[config.mk]
export PLATFORM = sky130hd
export DESIGN_NAME = fsme_stack_ram
export DESIGN_NICKNAME = d
export VERILOG_FILES = /design/src/fsme_pkg.sv /design/src/fsme_stack_ram.sv
export SDC_FILE = /design/constraint.sdc
export NUM_CORES = 1
export LEC_CHECK = 0
export BUFFER_PORTS_ARGS = -buffer_cell sky130_fd_sc_hd__buf_2
export CAP_MARGIN = 5
export CORE_MARGIN = 2
export CORE_UTILIZATION = 45
export DETAILED_ROUTE_END_ITERATION = 8
export PLACE_DENSITY_LB_ADDON = 0.2
export SETUP_SLACK_MARGIN = 0.02
export SYNTH_ARGS = -nofsm -noshare
export SYNTH_HDL_FRONTEND = slang
export SYNTH_SLANG_ARGS = --single-unit
[constraint.sdc]
create_clock -name clk -period 3.3 [get_ports clk]
set_input_delay 0.99 -clock clk [delete_from_list [all_inputs] [get_ports clk]]
set_output_delay 0.99 -clock clk [all_outputs]
set_load 0.01 [all_outputs]
[src/fsme_pkg.sv]
// Shared types and constants for the threaded-code execution block.
`default_nettype none

package fsme_pkg;

  localparam int unsigned CELL_BITS  = 32;
  localparam int unsigned ADDR_BITS  = 16;
  localparam int unsigned DEPTH_BITS = 6;
  localparam int unsigned CMD_BITS   = 4;

  localparam int unsigned DATA_STACK_DEPTH_DEF   = 32;
  localparam int unsigned RETURN_STACK_DEPTH_DEF = 32;
  localparam int unsigned MEM_WORDS_DEF          = 1024;

  localparam int unsigned IN_DATA_BITS  = 48;
  localparam int unsigned OUT_DATA_BITS = 56;

  typedef enum logic [CMD_BITS-1:0] {
    CMD_EXIT     = 4'd0,
    CMD_COLON    = 4'd1,
    CMD_LITERAL  = 4'd2,
    CMD_DUP      = 4'd3,
    CMD_SWAP     = 4'd4,
    CMD_DROP     = 4'd5,
    CMD_MINUS    = 4'd6,
    CMD_ZEQUAL   = 4'd7,
    CMD_SKIP     = 4'd8,
    CMD_ZSKIP    = 4'd9,
    CMD_VARIABLE = 4'd10,
    CMD_FETCH    = 4'd11,
    CMD_STORE    = 4'd12
  } cmd_t;

  typedef enum logic [3:0] {
    ST_CLEAR = 4'b0001,
    ST_RUN   = 4'b0010,
    ST_ADDR  = 4'b0100,
    ST_LOAD  = 4'b1000
  } state_t;

endpackage

`default_nettype wire

[src/fsme_stack_ram.sv]
// Stack storage: one write port, one registered read port with write forwarding.
`default_nettype none

module fsme_stack_ram #(
  parameter int unsigned WIDTH = fsme_pkg::CELL_BITS,
  parameter int unsigned DEPTH = fsme_pkg::DATA_STACK_DEPTH_DEF
) (
  input  wire logic                     clk,
  input  wire logic                     rst,
  input  wire logic                     we,
  input  wire logic [$clog2(DEPTH)-1:0] waddr,
  input  wire logic [WIDTH-1:0]         wdata,
  input  wire logic                     re,
  input  wire logic [$clog2(DEPTH)-1:0] raddr,
  output logic      [WIDTH-1:0]         rdata
);

  logic [WIDTH-1:0] mem [DEPTH];
  logic [WIDTH-1:0] rd_q;
  logic [WIDTH-1:0] fwd_data;
  logic             fwd_hit;

  always_ff @(posedge clk) begin
    if (we) begin
      mem[waddr] <= wdata;
    end
    if (re) begin
      rd_q     <= mem[raddr];
      fwd_data <= wdata;
    end
  end

  // A read that lands on the entry being written in the same cycle sees the new value.
  always_ff @(posedge clk) begin
    if (rst) begin
      fwd_hit <= 1'b0;
    end else if (re) begin
      fwd_hit <= we && (waddr == raddr);
    end
  end

  assign rdata = fwd_hit ? fwd_data : rd_q;

endmodule

`default_nettype wire

After elaboration in Yosys (flattened, before gate mapping) --
Memory sizes are Yosys's and may differ from the RTL's. A register that Yosys moved wholly into a read port is not among the register bits. Index checks and enable logic that the tools add are counted.
Storage, ports and cells: register bits after elaboration 33, latch bits 0, memory bits (writable) 1024, memory bits (read-only) 0, input port bits 46, output and inout port bits 32, word-level logic and storage cells 8, memories kept 1
Cells by class: $add $sub $neg 0, $mul 0, div/mod/pow operators 0, order comparisons 0, equality and inequality tests 1, shift operators 0, muxes and demuxes 3, bitwise gates (word level) 0, reduce and logical (&&, ||, !) cells 1
Memory list:
- mem | words 32, bits a word 32, read ports 1, clocked after memory_dff 1, write ports 1, line fsme_stack_ram.sv:18 | logic [WIDTH-1:0] mem [DEPTH];
Operators by type and width (count):
- 32-bit 2-to-1 mux | 1
- 5-bit == test | 1
- 1-bit 2-to-1 mux | 2
- 1-bit logical AND | 1

Longest topological paths before layout --
Gate-level depths: netlist of run 1.
word-level depth 2, gate-level depth with buffers 8, depth with buffers taken out 5

Least setup slack after synthesis of run 1 --
Ideal clock, no wire load.
kind input port to flip-flop, start point in waddr[4], end point mem mem[18][0] (netlist name) (enable), setup time 0.421 ns, arrival time 3.108 ns, required time 2.879 ns, path slack -0.230 ns, stages on the path 3, path buffers 1, path through clkbuf_1 -> or3b_2 -> nor2_1
RTL lines:
- start, declared | line fsme_stack_ram.sv:11 | input wire logic [$clog2(DEPTH)-1:0] waddr,
- end, declared | line fsme_stack_ram.sv:18
Straight into the memory's write port.

Worst setup path after layout of run 1 --
start point reg fwd_hit, end point out rdata[12]
On the way: longest elaborated chain between the ends 1
Ends and longest elaborated chain:
- start, declared | line fsme_stack_ram.sv:21 | logic fwd_hit;
- start signal, assigned | line fsme_stack_ram.sv:38 | fwd_hit <= we && (waddr == raddr);
- 32-bit 2-to-1 mux | line fsme_stack_ram.sv:42 | assign rdata = fwd_hit ? fwd_data : rd_q;
- end, declared | line fsme_stack_ram.sv:15 | output logic [WIDTH-1:0] rdata
No other way between the ends.

==> flow_metrics.tcl, run 1 <==
set metrics [dict create \
    final_area_um2 48800 \
    die_area_um2 96400 \
    fmax_mhz 329 \
    final_common_cell "edfxtp_1" \
    synth.area.top_cells "edfxtp_1 (77%), mux2i_1 (12%), a22oi_1 (1.7%)" \
    worst-path-max-fanout 20 \
    powerDensity_nw_per_um2 600 \
    rsz0062_at_grt "false" \
    drtAntennaViolNets 0 \
    vias 22000 \
    crit_required_ns 2.31 \
    num_io_pins 78 \
    final_nets 2584 \
    synth_area_um2 42200 \
    cts_tree "yes" \
    worstSetupStartpointType "flip-flop" \
    tns_ns 0 \
    initial_core_util_pct 45.3 \
    ff2ff_setup_slack_ns 1.66 \
    yosys.cell_types.count 30 \
    grt_max_degree 57 \
    holdCritStartpoint "rst" \
    antenna_found_initial 7 \
    layout-drive-gt1-share_pct 17.1 \
    finalMaxSlewViolations 0 \
    cts_resized 0 \
    dr.pass1.iters 5 \
    fp.dieW_um 310 \
    synth_ff_type "edfxtp_1" \
    synth_seq_cells 1089 \
    insertion_delay_ns 0.69 \
    yosys_warnings 0 \
    post-route-period-util_pct 92.2 \
    fp.dieH_um 310 \
    hold_class "input port to flip-flop" \
    status "finished, final reports clean" \
    cp-endpoint "rdata[12]" \
    root_buffer "clkbuf_16" \
    rows 112 \
    core-area_um2 93200 \
    critPathLaunch "fwd_hit" \
    ys_async_sr_fraction_pct 0 \
    clockBufferDepth 3 \
    fin_crit_ns 3.04 \
    yosysTopAreaCellShare_pct 77.3 \
    netlist_instances 2341 \
    htree_levels 3 \
    grt_overflow 0 \
    arrival_ns 2.05 \
    wirelength_um 107000 \
    area_delta_synth_final_pct 15.5 \
    port_buffers 77 \
    via_per_inst 5.66 \
    vdd_drop_max_uv 418 \
    r2r_cells 5 \
    cts-buffers-inserted 108 \
    end_kind "primary output" \
    post-cts-setup-buffers 0 \
    synth_enable_flop_cells 1088 \
    max-slew-margin-rel_pct 48.0 \
    most-common-layout-cells "edfxtp_1 (1088), mux2i_1 (512), clkbuf_16 (111)" \
    r2r_start "mem[3][7]" \
    cap_violations 0 \
    grt_usage_pct 22.2 \
    leakagePower_nw 17.0 \
    clock-sinks 1089 \
    grt_pass1_wl_um 153000 \
    synth_nets 2387 \
    slowest_stage "mux2_2" \
    criticalPathCategory "flip-flop to primary output" \
    n_antenna_cell 0 \
    synth_seq_area_share_pct 77.4 \
    tightest_slew_ns 0.781 \
    wl_per_cell_um 27.5 \
    synth_top_area_cell "edfxtp_1" \
    worstPathCellList "buf_4 > mux2_2 > buf_2" \
    setup_violations 0 \
    finalHoldViolations 0 \
    fin_skew_ns 0.0263 \
    hold_buffers 0 \
    first_global_vias 21900 \
    detailed_place_hpwl_um 62200 \
    place_area_um2 45300 \
    drtIter0Drc 2276 \
    avgSynthCellArea_um2 18.0 \
    critPathMaxStageDelay_ns 0.48 \
    fin_util_pct 52.4 \
    r2r_end "rd_q[7]" \
    gp_congestion 0.805 \
    remaining_drc_errors 0 \
    clk_pin_slew_ns 0.06 \
]
[routing by layer]
metal	vias up	routed length, µm	track usage [%]
met4	4	3070	7.45
met1	11400	44600	29.6
met2	692	52800	37.3
met3	166	6220	3.75
met5	-	28	0
li1	9730	-	-
[worst min path at each step]
stage                     cells past startpoint        to
after global routing                          2   fwd_hit
after detailed placement                      4  rd_q[30]
after floorplan                               3   fwd_hit
after CTS                                     2   fwd_hit
after global placement                        4   rd_q[0]
final                                         2   fwd_hit
[critical path, delay by kind of cell, from the launching register on]
family / cells / cell delay [ns]
buffers and inverters: 2 / 0.53
DFF: 1 / 0.32
muxes: 1 / 0.48
[cells by family (layout without fill, tap and decap cells)]
logic type	after synthesis	in the layout	share of synthesized area (%)
DFF	1089	1089	77.4
and+or+nand+nor	280	280	3.01
xor gates and xnor gates	5	5	0.104
AOI/OAI and AO/OA	289	289	4.66
muxes	544	544	13.0
buffers and inverters	134	421	1.86
[synth_stat cells (all sizes together) (3+ instances only)]
cell    instances
nand2          98
mux2           32
nor3           32
buf            90
nand3b          5
a31oi          32
edfxtp       1088
or3b            3
clkbuf         44
xor2            4
a22o           64
a21oi          97
mux2i         512
nand3          98
nor2           34
nand2b          3
a22oi          96
[power breakdown]
| part | leakage [nW] | switching (mW) | internal [mW] |
|---|---|---|---|
| sequential | 9.86 | 0.0605 | 15.5 |
| combinational | 5.42 | 1.02 | 0.545 |
| clock | 1.72 | 5.11 | 7.05 |
[sequential cells by signal, indices dropped and copies added, names as in the netlist]
name	count
mem	1024
rd_q	32
fwd_data	32
fwd_hit	1
[area by class of cell]
cell class	instances	area, µm²
fill	7351	44400
timing repair buffer	221	1980
tap	1254	1570
multi-input combinational	1118	9040
clock buffer	125	2830
clock inverter	75	682
sequential	1089	32700
[stage by stage]
| stage | total power, mW | hold WS, ns | setup slack, ns | instances |
|---|---|---|---|---|
| detailed placement | 17.4 | 0.646 | 0.212 | 3682 |
| finish | 29.3 | 0.538 | 0.258 | 3882 |
| global placement | 17.4 | 0.641 | 0.200 | 3682 |
| global route | 30.1 | 0.540 | 0.204 | 3882 |
| CTS | 29.5 | 0.520 | 0.202 | 3882 |
| floorplan | 16.6 | 0.582 | -0.230 | 2341 |
No activity file was read; power rests on OpenSTA's default activity.
==> inputs of run 2 (changes only) <==
--- a/config.mk
+++ b/config.mk
@@ -12,3 +12,3 @@
 export DETAILED_ROUTE_END_ITERATION = 8
-export PLACE_DENSITY_LB_ADDON = 0.2
+export PLACE_DENSITY = 0.71
 export SETUP_SLACK_MARGIN = 0.02
==> constraint.sdc (replaced) <==
create_clock -name clk -period 3.3 [get_ports clk]
set_input_delay 0.66 -clock clk [delete_from_list [all_inputs] [get_ports clk]]
set_output_delay 0.66 -clock clk [all_outputs]
set_load 0.01 [all_outputs]
==> run 2 against run 1 <==
Compared with the run above: total power decreased by 2.4%; wire length decreased by 3.1%; critical endpoint is now rdata[10]; non-clock buffer count decreased by 20; critical path depth unchanged; fmax increased by 4.6%; clock power decreased by 6%.
==> flow_metrics.tcl, run 2 (same netlist as run 1, synthesis figures left out) <==
set metrics [dict create \
    first_global_vias 22500 \
    min_to "fwd_hit" \
    remaining_drc_errors 0 \
    fillers 7243 \
    holdPathStages 2 \
    fmax_mhz 344 \
    most-common-layout-cells "edfxtp_1 (1088), mux2i_1 (512), clkbuf_16 (107)" \
    setup_violations 0 \
    area_delta_synth_final_pct 14.4 \
    largest_reg_flops 1024 \
    num_io_pins 78 \
    antenna_found_initial 5 \
    grt_max_degree 59 \
    critPathMaxStageDelay_ns 0.59 \
    grt_pass1_wl_um 149000 \
    holdCritStartpoint "rst" \
    grt_usage_pct 21.4 \
    rsz0062_at_grt "false" \
    r2r_cells 4 \
    tns_ns 0 \
    via_per_inst 5.80 \
    post-cts-setup-buffers 0 \
    multi_input_area_um2 9040 \
    r2r_start "mem[16][14]" \
    worstSetupStartpointType "flip-flop" \
    path_buf_inv 2 \
    cts-buffers-inserted 105 \
    crit_required_ns 2.64 \
    status "finished, final reports clean" \
    final_nets 2561 \
    root_buffer "clkbuf_16" \
    layout-drive-gt1-share_pct 16.0 \
    slowest_stage "dfxtp_2" \
    end_kind "primary output" \
    ff2ff_setup_slack_ns 1.51 \
    wl_per_cell_um 26.8 \
    fin_hold_ws_ns 0.141 \
    place_area_um2 45000 \
    core-area_um2 93200 \
    clockBufferDepth 3 \
    max-slew-margin-rel_pct 40.5 \
    tightest_slew_ns 0.890 \
    cts_resized 0 \
    swShare_pct 21.1 \
    criticalPathCategory "flip-flop to primary output" \
    drtAntennaViolNets 0 \
    cap_violations 0 \
    drtIter0Drc 2528 \
    fin_skew_ns 0.0387 \
    vdd_drop_max_uv 366 \
    regMostFlops "mem" \
    fp.dieH_um 310 \
    r2r_end "rd_q[14]" \
    arrival_ns 2.25 \
    post-route-period-util_pct 88.1 \
    finalHoldViolations 0 \
    final_common_cell "edfxtp_1" \
    worst-path-max-fanout 17 \
    die_area_um2 96400 \
    hold_class "input port to flip-flop" \
    clock-sinks 1089 \
    leakagePower_nw 16.8 \
    grt_overflow 0 \
    crit_family "flip-flops" \
    htree_levels 3 \
    switchingPower_mw 6.02 \
    port_buffers 77 \
    final_area_um2 48300 \
    worstPathCellList "buf_4 > mux2_2 > buf_2" \
    dr.pass1.iters 5 \
    combPwrFrac_pct 5.3 \
    regArea_um2 32700 \
    reg_top3 "mem (1024), fwd_data (32), rd_q (32)" \
    detailed_place_hpwl_um 60100 \
    intPower_mw 22.5 \
    initial_core_util_pct 45.3 \
    gp_congestion 0.832 \
    cts_tree "yes" \
    clk_pin_slew_ns 0.06 \
    fp.dieW_um 310 \
    insertion_delay_ns 0.67 \
    finalMaxSlewViolations 0 \
    hold_buffers 0 \
    wirelength_um 103000 \
    powerDensity_nw_per_um2 591 \
    rows 112 \
    vias 22400 \
    sequentialPowerShare_pct 54.4 \
    clock_power_share_pct 40.3 \
    fin_crit_ns 2.91 \
]
## run 2: power groups by stage
| stage | logic (mW) | registers [mW] | clock network [mW] |
|---|---|---|---|
| finish | 1.52 | 15.5 | 11.5 |
| global route | 1.62 | 15.5 | 12.2 |
| CTS | 1.52 | 15.5 | 11.7 |
| detailed placement | 1.51 | 15.8 | 0 |
| global placement | 1.48 | 15.8 | 0 |
| floorplan | 0.840 | 15.8 | 0 |
## run 2: how the worst max path moves through the flow
stage	to	cells after the start	from
3_5_place_dp	rd_q[14]	6	raddr[0]
5_1_grt	rdata[9]	3	fwd_hit
3_3_place_gp	rd_q[14]	6	raddr[0]
2_1_floorplan	mem[18][0]	3	waddr[4]
4_1_cts	rdata[10]	3	fwd_hit
6_report	rdata[10]	3	fwd_hit
## run 2: cell type report
class,count,share of cell area (%)
sequential,1089,67.6
multi-input combinational,1118,18.7
clock buffer,137,5.83
timing repair buffer,201,3.55
tap,1254,3.25
clock inverter,58,1.01
antenna,3,0.0155
## run 2: worst register-to-register path: cells and delay by family (launching register included)
family	cells	cell delay, ns
DFF	1	0.38
and+or+nand+nor	2	0.35
muxes	1	0.36
AOI/OAI and AO/OA	1	0.41
## run 2: metrics by stage
stage | total power [mW] | setup WS [ns] | util (%) | std cells
finish | 28.6 | 0.391 | 51.9 | 3860
global placement | 17.3 | 0.369 | 48.3 | 3662
floorplan | 16.6 | 0.100 | - | 2341
global route | 29.3 | 0.325 | 51.9 | 3858
detailed placement | 17.4 | 0.422 | 48.3 | 3662
CTS | 28.7 | 0.338 | 51.9 | 3857
## run 2: routing by layer
layer	vias to the layer above	wire length, µm	part of all wire (%)	global-route usage (%)
li1	9690	-	-	-
met1	11500	42200	41	29.1
met2	1049	49000	47	34.2
met3	188	8840	8.6	4.37
met4	4	3370	3.3	7.93
met5	-	24	0.023	0
